===== src/sv/wsbs_pkg.sv =====
`timescale 1ns / 1ps

package wsbs_pkg;

    localparam int SIG_BYTES = 16;
    localparam int CFG_WIDTH = 64;
    localparam int CFG_INDEX_BITS = 3;
    localparam int LEN_BITS = 5;
    localparam int SIG_INDEX_BITS = 4;

    localparam logic [CFG_INDEX_BITS-1:0] REG_BASE_ADDRESS = 3'd0;
    localparam logic [CFG_INDEX_BITS-1:0] REG_PATTERN_LOW  = 3'd1;
    localparam logic [CFG_INDEX_BITS-1:0] REG_PATTERN_HIGH = 3'd2;
    localparam logic [CFG_INDEX_BITS-1:0] REG_CARE_MASK    = 3'd3;
    localparam logic [CFG_INDEX_BITS-1:0] REG_PATTERN_LEN  = 3'd4;

    typedef struct packed {
        logic shift;
        logic clear;
    } cell_ctrl_t;

    typedef struct packed {
        logic       active;
        logic       care;
        logic [7:0] value;
    } cell_pat_t;

endpackage


===== src/sv/wsbs_cell.sv =====
`timescale 1ns / 1ps

module wsbs_cell
    import wsbs_pkg::*;
(
    input  logic       aclk,
    input  logic       aresetn,
    input  cell_ctrl_t ctrl,
    input  cell_pat_t  pat,
    input  logic [7:0] shift_in,
    output logic [7:0] byte_q,
    output logic       hit
);

    logic [7:0] byte_reg;
    logic [7:0] byte_next;
    logic [7:0] byte_shift;

    assign byte_shift = ctrl.shift ? shift_in : byte_reg;
    assign byte_next  = ctrl.clear ? 8'd0 : byte_shift;
    assign byte_q     = byte_reg;
    assign hit        = !pat.active || !pat.care || (byte_shift == pat.value);

    always_ff @(posedge aclk) begin
        if (!aresetn) begin
            byte_reg <= 8'd0;
        end else begin
            byte_reg <= byte_next;
        end
    end

endmodule


===== src/sv/wildcard_byte_signature_scan.sv =====
`timescale 1ns / 1ps

// Wildcard byte signature scan.
// Input channel (s_): one byte of a memory region per item, s_tlast on the
// final byte of the region. Each last byte starts a new region.
// Result channel (m_): at most one item per region. m_tuser is 1 when the
// signature matched and m_tdata then holds base address plus the offset of
// the match start; m_tuser 0 with m_tdata 0 means the region ended without
// a match. Bytes after a match give no result.
// Configuration: write cfg_data to register cfg_index while cfg_wr_en is high,
// only while the scanner is idle.
// Throughput: one byte per cycle while s_tready is high, set by the row of window
// cells that shift and compare in the cycle a byte is accepted.
// Pipeline: a result is registered in the p1 stage and then in the m_ output stage.
// Reset clears the window, fill, offset and the valid flags of the result stages;
// registers return to care mask all ones, length one, all others zero.
// When the receiver stalls, one result waits on m_ and one more in the stage
// behind it; s_tready drops only when both are held.
module wildcard_byte_signature_scan
    import wsbs_pkg::*;
#(
    parameter int PATTERN_BYTES = 16,
    parameter int OFFSET_BITS   = 32
)(
    input  logic                      aclk,
    input  logic                      aresetn,
    input  logic                      cfg_wr_en,
    input  logic [CFG_INDEX_BITS-1:0] cfg_index,
    input  logic [CFG_WIDTH-1:0]      cfg_data,
    input  logic                      s_tvalid,
    output logic                      s_tready,
    input  logic [7:0]                s_tdata,   // data_byte
    input  logic                      s_tlast,   // last_byte
    output logic                      m_tvalid,
    input  logic                      m_tready,
    output logic [63:0]               m_tdata,   // match_address
    output logic                      m_tuser    // found
);

    localparam int FILL_BITS = $clog2(PATTERN_BYTES + 1);
    localparam logic [FILL_BITS-1:0] FILL_MAX = FILL_BITS'(PATTERN_BYTES);
    localparam logic [LEN_BITS-1:0]  LEN_MAX  = LEN_BITS'(PATTERN_BYTES);

    logic [63:0]          base_reg;
    logic [63:0]          pat_low_reg;
    logic [63:0]          pat_high_reg;
    logic [15:0]          care_reg;
    logic [LEN_BITS-1:0]  length_reg;

    logic [FILL_BITS-1:0]   fill_reg, fill_next, fill_shift;
    logic [OFFSET_BITS-1:0] offset_reg, offset_next, offset_inc;
    logic                   matched_reg, matched_next;

    logic                   p1_valid_reg, p1_found_reg;
    logic [OFFSET_BITS-1:0] p1_start_reg;

    logic [7:0]          sig_bytes [SIG_BYTES];
    logic [LEN_BITS-1:0] len;
    logic [LEN_BITS-1:0] len_m1;
    logic                accept;
    logic                out_load;
    logic                match;
    logic                res_valid;
    cell_ctrl_t          ctrl;
    logic [PATTERN_BYTES-1:0] hits;
    logic [7:0]          cell_q [PATTERN_BYTES];

    always_comb begin
        for (int i = 0; i < 8; i++) begin
            sig_bytes[i]     = pat_low_reg[8*i +: 8];
            sig_bytes[i + 8] = pat_high_reg[8*i +: 8];
        end
    end

    always_comb begin
        if (length_reg == '0) begin
            len = LEN_BITS'(1);
        end else if (length_reg > LEN_MAX) begin
            len = LEN_MAX;
        end else begin
            len = length_reg;
        end
    end
    assign len_m1 = len - LEN_BITS'(1);

    // config registers
    always_ff @(posedge aclk) begin
        if (!aresetn) begin
            base_reg     <= '0;
            pat_low_reg  <= '0;
            pat_high_reg <= '0;
            care_reg     <= 16'hFFFF;
            length_reg   <= LEN_BITS'(1);
        end else if (cfg_wr_en) begin
            case (cfg_index)
                REG_BASE_ADDRESS: begin
                    base_reg <= cfg_data[63:0];
                end
                REG_PATTERN_LOW: begin
                    pat_low_reg <= cfg_data[63:0];
                end
                REG_PATTERN_HIGH: begin
                    pat_high_reg <= cfg_data[63:0];
                end
                REG_CARE_MASK: begin
                    care_reg <= cfg_data[15:0];
                end
                REG_PATTERN_LEN: begin
                    length_reg <= cfg_data[LEN_BITS-1:0];
                end
                default: begin
                end
            endcase
        end
    end

    assign out_load = !m_tvalid || m_tready;
    assign s_tready = !p1_valid_reg || out_load;
    assign accept   = s_tvalid && s_tready;

    assign ctrl.shift = accept && !matched_reg;
    assign ctrl.clear = accept && s_tlast;

    // window cells, cell k holds the byte k items back
    for (genvar k = 0; k < PATTERN_BYTES; k++) begin : g_cell
        localparam logic [LEN_BITS-1:0] KPOS = LEN_BITS'(k);
        cell_pat_t                 pat;
        logic [LEN_BITS-1:0]       sig_pos;
        logic [7:0]                shift_in;

        assign sig_pos    = len_m1 - KPOS;
        assign pat.active = KPOS < len;
        assign pat.care   = care_reg[sig_pos[SIG_INDEX_BITS-1:0]];
        assign pat.value  = sig_bytes[sig_pos[SIG_INDEX_BITS-1:0]];

        if (k == 0) begin : g_head
            assign shift_in = s_tdata;
        end else begin : g_link
            assign shift_in = cell_q[k-1];
        end

        wsbs_cell u_cell (
            .aclk     (aclk),
            .aresetn  (aresetn),
            .ctrl     (ctrl),
            .pat      (pat),
            .shift_in (shift_in),
            .byte_q   (cell_q[k]),
            .hit      (hits[k])
        );
    end

    assign fill_shift = (fill_reg < FILL_MAX) ? fill_reg + FILL_BITS'(1) : fill_reg;
    assign offset_inc = (offset_reg == '1) ? offset_reg : offset_reg + OFFSET_BITS'(1);

    assign match     = ctrl.shift && (LEN_BITS'(fill_shift) >= len) && (&hits);
    assign res_valid = ctrl.shift && (match || s_tlast);

    always_comb begin
        fill_next    = fill_reg;
        offset_next  = offset_reg;
        matched_next = matched_reg;
        if (accept) begin
            if (s_tlast) begin
                fill_next    = '0;
                offset_next  = '0;
                matched_next = 1'b0;
            end else begin
                offset_next  = offset_inc;
                matched_next = matched_reg || match;
                if (ctrl.shift) begin
                    fill_next = fill_shift;
                end
            end
        end
    end

    always_ff @(posedge aclk) begin
        if (!aresetn) begin
            fill_reg    <= '0;
            offset_reg  <= '0;
            matched_reg <= 1'b0;
        end else begin
            fill_reg    <= fill_next;
            offset_reg  <= offset_next;
            matched_reg <= matched_next;
        end
    end

    // result stages
    always_ff @(posedge aclk) begin
        if (!aresetn) begin
            p1_valid_reg <= 1'b0;
            m_tvalid     <= 1'b0;
        end else begin
            if (s_tready) begin
                p1_valid_reg <= accept && res_valid;
            end
            if (out_load) begin
                m_tvalid <= p1_valid_reg;
            end
        end
    end

    always_ff @(posedge aclk) begin
        if (s_tready) begin
            p1_found_reg <= match;
            p1_start_reg <= match ? offset_reg - OFFSET_BITS'(len_m1) : '0;
        end
        if (out_load) begin
            m_tuser <= p1_found_reg;
            m_tdata <= p1_found_reg ? base_reg + 64'(p1_start_reg) : 64'd0;
        end
    end

endmodule


===== config.mk =====
export PLATFORM = sky130hd
export DESIGN_NAME = wildcard_byte_signature_scan
export DESIGN_NICKNAME = d
export VERILOG_FILES = /design/src/sv/wsbs_pkg.sv /design/src/sv/wsbs_cell.sv /design/src/sv/wildcard_byte_signature_scan.sv
export SDC_FILE = /design/constraint.sdc
export NUM_CORES = 1
export LEC_CHECK = 0
export ABC_CLOCK_PERIOD_IN_PS = 16300
export BUFFER_PORTS_ARGS = -buffer_cell sky130_fd_sc_hd__buf_2
export CAP_MARGIN = 20
export CELL_PAD_IN_SITES_DETAIL_PLACEMENT = 2
export CELL_PAD_IN_SITES_GLOBAL_PLACEMENT = 2
export CORE_ASPECT_RATIO = 0.6
export CORE_MARGIN = 2
export CORE_UTILIZATION = 44
export DETAILED_ROUTE_END_ITERATION = 16
export GPL_TIMING_DRIVEN = 0
export HOLD_SLACK_MARGIN = 0.15
export PLACE_DENSITY_LB_ADDON = 0.08
export SETUP_SLACK_MARGIN = 0.15
export SYNTH_ARGS = -nofsm -noshare
export SYNTH_HDL_FRONTEND = slang
export SYNTH_SLANG_ARGS = --single-unit

===== constraint.sdc =====
create_clock -name aclk -period 16.3 [get_ports aclk]
set_input_delay 2.445 -clock aclk [delete_from_list [all_inputs] [get_ports aclk]]
set_output_delay 2.445 -clock aclk [all_outputs]
set_load 0.1 [all_outputs]

# ---- Word-level counts from Yosys, hierarchy flattened
# Cells that the tools add are included.
dict set report totals {
  input_bits 81
  reg_bits 479
  out_inout_bits 67
  word_cells 334
}
dict set report classes {
  n_lt_le_gt_ge 51
  bitwise_logic 17
  add_sub_neg 20
  n_mux 104
  n_reduce_logical 90
  eq_ne 22
}
# op n
set op_table {}
lappend op_table {{$bmux W8 S4} 16}
lappend op_table {{$mux W8} 48}
lappend op_table {{$eq A8 B8 Y1} 16}
lappend op_table {{$ge A5 B5 Y1 const B} 16}
lappend op_table {{$lt A4 B5 Y1 const B} 16}
lappend op_table {{$not A4 Y5} 16}
lappend op_table {{$add A64 B32 Y64} 1}
lappend op_table {{$bmux W1 S4} 16}
lappend op_table {{$mux W32} 2}
lappend op_table {{$lt A4 B5 Y1 const A} 8}
lappend op_table {{$logic_or A1 B1 Y1} 36}
lappend op_table {{$logic_not A1 Y1} 35}
lappend op_table {{$add A32 B1 Y32 const B} 1}
lappend op_table {{$eq A32 B32 Y1 const B} 1}
lappend op_table {{$sub A32 B5 Y32} 1}
lappend op_table {{$sub A4 B4 Y4 const B} 8}
lappend op_table {{$mux W5} 5}
lappend op_table {{$lt A3 B5 Y1 const A} 4}
lappend op_table {{$mux W1} 17}
lappend op_table {{$reduce_and A16 Y1} 1}
lappend op_table {{$sub A4 B3 Y4 const B} 4}
lappend op_table {{$reduce_and A2 Y1} 7}
lappend op_table {{$lt A1 B5 Y1 const A} 2}
lappend op_table {{$lt A2 B5 Y1 const A} 2}
lappend op_table {{17 further kinds} 25}

# ---- Logic depth before layout (Yosys ltp)
dict set report logic_depth {
  depth_word 16
  depth_mapped 27
  ltp_nobuf 17
}

# ---- Hierarchy
# Synthesis repeated with hierarchy kept, for this count alone.
dict set report hier_totals {
  hier_cells 3128
  area_unflattened_um2 28305.9
}
# mod seq_area_each_um2 instances area_each_um2 cells_each
set by_module_without_submodules {}
lappend by_module_without_submodules {wildcard_byte_signature_scan 8007.7 1 22120.0 2520}
lappend by_module_without_submodules {wsbs_cell 160.2 16 386.6 38}

# ---- Worst setup path before layout
# OpenSTA, ideal clock, no wires.
dict set report synth_timing {
  kind {input-to-reg}
  from {input m_tready}
  to {register p1_start_reg[13], data pin}
  setup_ns 0.140
  stages 18
  setup_slack_ns 7.229
  arrival_ns 8.931
  path_cell_list {nand2b_1 -> nor2_1 -> inv_1 -> and3_1 -> buf_2 -> buf_2 -> buf_2 -> buf_2 -> buf_1 -> mux2i_1 -> xor2_1 -> nand4_1 -> o221ai_1 -> nand4_1 -> nor4_2 -> nand3_4 -> buf_6 -> a21oi_2}
}
dict set report synth_via {
  elab_chain_cells 9
  elab_cells_between_ends 55
  cone_classes {eq/ne: 16; mux: 16; reduce/logical: 23}
}
# element line
set synth_rtl {}
lappend synth_rtl {{start: declaration} wildcard_byte_signature_scan.sv:35} ;# input logic m_tready,
lappend synth_rtl {{$logic_or A1 B1 Y1 *} wildcard_byte_signature_scan.sv:117} ;# assign out_load = !m_tvalid || m_tready;
lappend synth_rtl {{$logic_or A1 B1 Y1 *} wildcard_byte_signature_scan.sv:118} ;# assign s_tready = !p1_valid_reg || out_load;
lappend synth_rtl {{net s_tready} wildcard_byte_signature_scan.sv:31} ;# output logic s_tready,
lappend synth_rtl {{$logic_and A1 B1 Y1 *} wildcard_byte_signature_scan.sv:119} ;# assign accept = s_tvalid && s_tready;
lappend synth_rtl {{$logic_and A1 B1 Y1 *} wildcard_byte_signature_scan.sv:121} ;# assign ctrl.shift = accept && !matched_reg;
lappend synth_rtl {{$mux W8} wsbs_cell.sv:19} ;# assign byte_shift = ctrl.shift ? shift_in : byte_reg;
lappend synth_rtl {{$eq A8 B8 Y1} wsbs_cell.sv:22} ;# assign hit = !pat.active || !pat.care || (byte_shift == pat.value);
lappend synth_rtl {{$logic_or A1 B1 Y1} wsbs_cell.sv:22}
lappend synth_rtl {{$reduce_and A16 Y1} wildcard_byte_signature_scan.sv:156} ;# assign match = ctrl.shift && (LEN_BITS'(fill_shift) >= len) && (&hits);
lappend synth_rtl {{$logic_and A1 B1 Y1 *} wildcard_byte_signature_scan.sv:156}
lappend synth_rtl {{end signal: assignment} wildcard_byte_signature_scan.sv:208} ;# p1_start_reg <= match ? offset_reg - OFFSET_BITS'(len_m1) : '0;
lappend synth_rtl {{end: declaration} wildcard_byte_signature_scan.sv:55} ;# logic [OFFSET_BITS-1:0] p1_start_reg;
# The timed path passes the listed nets; every way through them passes the cells marked *.
# A chain may end at the register's enable or synchronous reset.

# ---- Worst setup path in the final report
dict set report layout_timing {
  from {register length_reg[4]}
  to {register p1_start_reg[19], data pin}
}
dict set report layout_via {
  elab_chain_cells 13
  elab_cells_between_ends 217
  cone_classes {add/sub: 17; order compare: 18; eq/ne: 16; mux: 82; bitwise: 16; reduce/logical: 68}
}
# element line
set layout_rtl {}
lappend layout_rtl {{start: declaration} wildcard_byte_signature_scan.sv:48} ;# logic [LEN_BITS-1:0] length_reg;
lappend layout_rtl {{start signal: assignment} wildcard_byte_signature_scan.sv:109} ;# length_reg <= cfg_data[LEN_BITS-1:0];
lappend layout_rtl {{$gt A5 B5 Y1} wildcard_byte_signature_scan.sv:78} ;# end else if (length_reg > LEN_MAX) begin
lappend layout_rtl {{$mux W5} wildcard_byte_signature_scan.sv:78}
lappend layout_rtl {{$mux W5 *} wildcard_byte_signature_scan.sv:76} ;# if (length_reg == '0) begin
lappend layout_rtl {{$sub A5 B1 Y5} wildcard_byte_signature_scan.sv:84} ;# assign len_m1 = len - LEN_BITS'(1);
lappend layout_rtl {{$sub A4 B1 Y4, or another cell as far along} wildcard_byte_signature_scan.sv:131} ;# assign sig_pos = len_m1 - KPOS;
lappend layout_rtl {{$not A4 Y5 (implied by the code)} wildcard_byte_signature_scan.sv:134} ;# assign pat.value = sig_bytes[sig_pos[SIG_INDEX_BITS-1:0]];
lappend layout_rtl {{$bmux W8 S4} wildcard_byte_signature_scan.sv:134}
lappend layout_rtl {{$mux W8 (implied by the code) (2 in series)} wildcard_byte_signature_scan.sv:134}
lappend layout_rtl {{$eq A8 B8 Y1} wsbs_cell.sv:22}
lappend layout_rtl {{$logic_or A1 B1 Y1} wsbs_cell.sv:22}
lappend layout_rtl {{$reduce_and A16 Y1} wildcard_byte_signature_scan.sv:156}
lappend layout_rtl {{$logic_and A1 B1 Y1} wildcard_byte_signature_scan.sv:156}
# Mark *: on every way between the ends. The rest lies on a longest branch, timed or not. The select of a mux whose other input is x is not followed.

==> results.yml <==
timing:
  tightest_slew_ns: 1.339
  tns_ns: 0
  rsz0062_at_grt: "no"
  final-max-slew-violation-count: 0
  finClkSkew_ns: 0.04664
  relSlewSlack_pct: 10.72
  max_freq_mhz: 85.29
  hold_viol: 0
  final-setup-viol-count: 0
  post-route-period-util_pct: 71.93
  finalCriticalPeriod_ns: 11.72
floorplanning:
  core.rowCount: 74
  ios: 148
  die_area_um2: 70250
  start_util_pct: 44.26
  die_h_um: 206.1
  core_area_um2: 67680
  die_w_um: 340.8
route:
  ant_nets: 0
  drt_iter0_drc: 3752
  viasPerCell: 6.626
  wl_met1_mm: 66.63
  dr_wl_met2_mm: 65.91
  drtPass1Iterations: 7
  drcViolationCount: 0
  top_layer: "met5"
  routedWlPerCell_um: 38.12
  vias: 28190
  wl_met3_mm: 23.86
  drt-total-wl_mm: 162.2
cts:
  cts_max_path_buffers: 3
  cts_root_buffer: "clkbuf_16"
  tritoncts: "yes"
  cts_sinks: 479
  clk_latency_ns: 0.66
  cts_max_level: 2
  post_cts_buffers: 0
  cts.clk_slew.worst_paths_ns: 0.07
  postCtsResizedCells: 0
  numCtsBuffers: 49
  cts_hold_buf: 0
worst_setup_path:
  start_kind: "register"
  crit_path_frequent_cell: "clkbuf_1"
  path_delay_family: "buffers and inverters"
  endpoint_kind: "register"
  worstPathCellList: "buf_6, or2_1, buf_6, o22ai_4, buf_2, buf_2, buf_2, ha_1, inv_1, clkbuf_1, clkbuf_1, buf_1, ha_1, clkbuf_1, clkbuf_1, buf_1, buf_8, mux2i_1, nor2_1, o22ai_1, a41o_1, o211a_1, nand3_4, a21oi_1"
  crit_type: "reg -> reg"
  cp_slowest_cell: "o22ai_1"
  crit_arrival_ns: 12.10
  cp.buffers_inverters: 13
  cp_max_fo: 11
  worstPathRequired_ns: 16.67
  max_stage_delay_ns: 1.02
power_and_ir_drop:
  p_leak_uw: 0.01372
  ir_drop_mv: 0.08054
  p_per_area_nw_per_um2: 86.26
  p_total_uw: 2908
synth:
  avgSynthCellArea_um2: 9.726
  async_flop_share_pct: 0
  synth_seq_cells: 479
  yosys-top-cells-area: "dfxtp_1, mux2i_1, edfxtp_1"
  synth_edf_count: 98
  synth_nets: 3217
  synth_cell_types: 84
  synth_top_area_share_pct: 25.46
  yosysMostFrequentCell: "nand2_1"
  ys_top_cells_by_count: "nand2_1, mux2i_1, dfxtp_1"
  synth_cells: 3080
  yosysSeqAreaShare_pct: 35.29
  ys_warn_count: 0
  synth_largest_area_cell: "dfxtp_1"
  synth_area_um2: 29950
  ys.flop_type: "dfxtp_1"
global_routing:
  grt_max_degree: 68
  grt_overflow: 0
  antenna_found_initial: 7
  grt_usage_pct: 45.48
  grt_pass1_wl_mm: 226.1
  first_global_vias: 29740
cells_and_area:
  largest_register_ffs: 128
  finalNetCount: 3434
  area_growth_pct: 12.53
  fillers: 6989
  drive_gt1_share_pct: 14.17
status:
  outcome: "finished, final reports clean"
min_path:
  hold_class: "reg -> reg"
place:
  finalWeightedCongestion: 1.067
  io_buffers: 146
  hpwl_mm: 125.3
flow_run:
  cap_violations: 0
==> tightest hold or removal path: cells and delay by family (launching register included) <==
family           cells  cell delay [ns]
AO/OA/AOI/OAI        1             0.07
flip-flops           1             0.32
AND/OR/NAND/NOR      1             0.06
==> where the power goes <==
| group | internal, uW | switching (uW) |
|---|---|---|
| combinational | 129 | 303 |
| sequential | 1230 | 28.6 |
| clock | 647 | 573 |
| total | 2000 | 905 |
==> final cells by class <==
| cell class | instances | area, um2 | share of cell area (%) |
|---|---|---|---|
| buffer | 198 | 910.9 | 2.702 |
| inverter | 32 | 127.6 | 0.3786 |
| multi-input combinational | 2371 | 18360 | 54.47 |
| clock inverter | 20 | 200.2 | 0.5939 |
| tap | 912 | 1141 | 3.385 |
| antenna | 5 | 12.51 | 0.03712 |
| clock buffer | 71 | 1430 | 4.243 |
| timing repair buffer | 166 | 954.7 | 2.832 |
| sequential | 479 | 10570 | 31.36 |
==> layer usage <==
metal	vias up	global-route usage, %
met5	-	0.6944
met4	10	14.58
met3	392	21.86
met2	1842	65.45
met1	14590	59.56
li1	11360	-
==> stage by stage <==
step / hold slack (ns) / utilization [%] / instance area [um2] / instances / worst slack [ns]
after floorplan: 0.4414 / - / 29960 / 3080 / 7.229
after global placement: 0.4574 / 47.02 / 31830 / 4138 / 4.290
after detailed placement: 0.4817 / 47.17 / 31930 / 4146 / 5.304
after CTS: 0.5005 / 49.58 / 33560 / 4237 / 5.118
after global routing: 0.5191 / 49.79 / 33700 / 4249 / 4.764
final: 0.4967 / 49.80 / 33710 / 4254 / 4.576
==> worst paths after layout <==
path | start | to | slack (ns) | cells past startpoint
min reg2reg | base_reg[21] | base_reg[21] | 0.50 | 2
max | length_reg[4] | p1_start_reg[19] | 4.58 | 24
max reg2reg | length_reg[4] | p1_start_reg[19] | 4.58 | 24
min | base_reg[21] | base_reg[21] | 0.50 | 2
==> cells in the final DEF (no fill, tap or decap), drive strengths merged, types with 7 or more instances in the layout <==
| master | count |
|---|---|
| nand2 | 512 |
| mux2i | 501 |
| dfxtp | 381 |
| buf | 234 |
| nor2 | 218 |
| clkbuf | 201 |
| a21boi | 198 |
| xor2 | 135 |
| xnor2 | 128 |
| mux4 | 120 |
| edfxtp | 98 |
| a21oi | 59 |
| ha | 54 |
| and2 | 49 |
| nand3 | 45 |
| o21ai | 43 |
| inv | 35 |
| nand4 | 30 |
| a21o | 26 |
| nor2b | 24 |
| and3 | 24 |
| nor4 | 23 |
| nand2b | 22 |
| nor3 | 19 |
| or3 | 14 |
| clkinv | 12 |
| a31oi | 10 |
| or4 | 10 |
| nor3b | 9 |
| or2 | 9 |
| mux2 | 7 |
| a22oi | 7 |
| and4 | 7 |
==> cell families after synthesis <==
kind of cell,Yosys count,synth area share [%]
AOI/OAI and AO/OA,400,9.448
muxes,628,26.09
xor gates and xnor gates,263,7.740
buffers and inverters,230,3.467
DFF,479,35.29
and+or+nand+nor,1022,15.51
adders and majority gates,58,2.456
No activity file was read; power rests on OpenSTA's default activity.
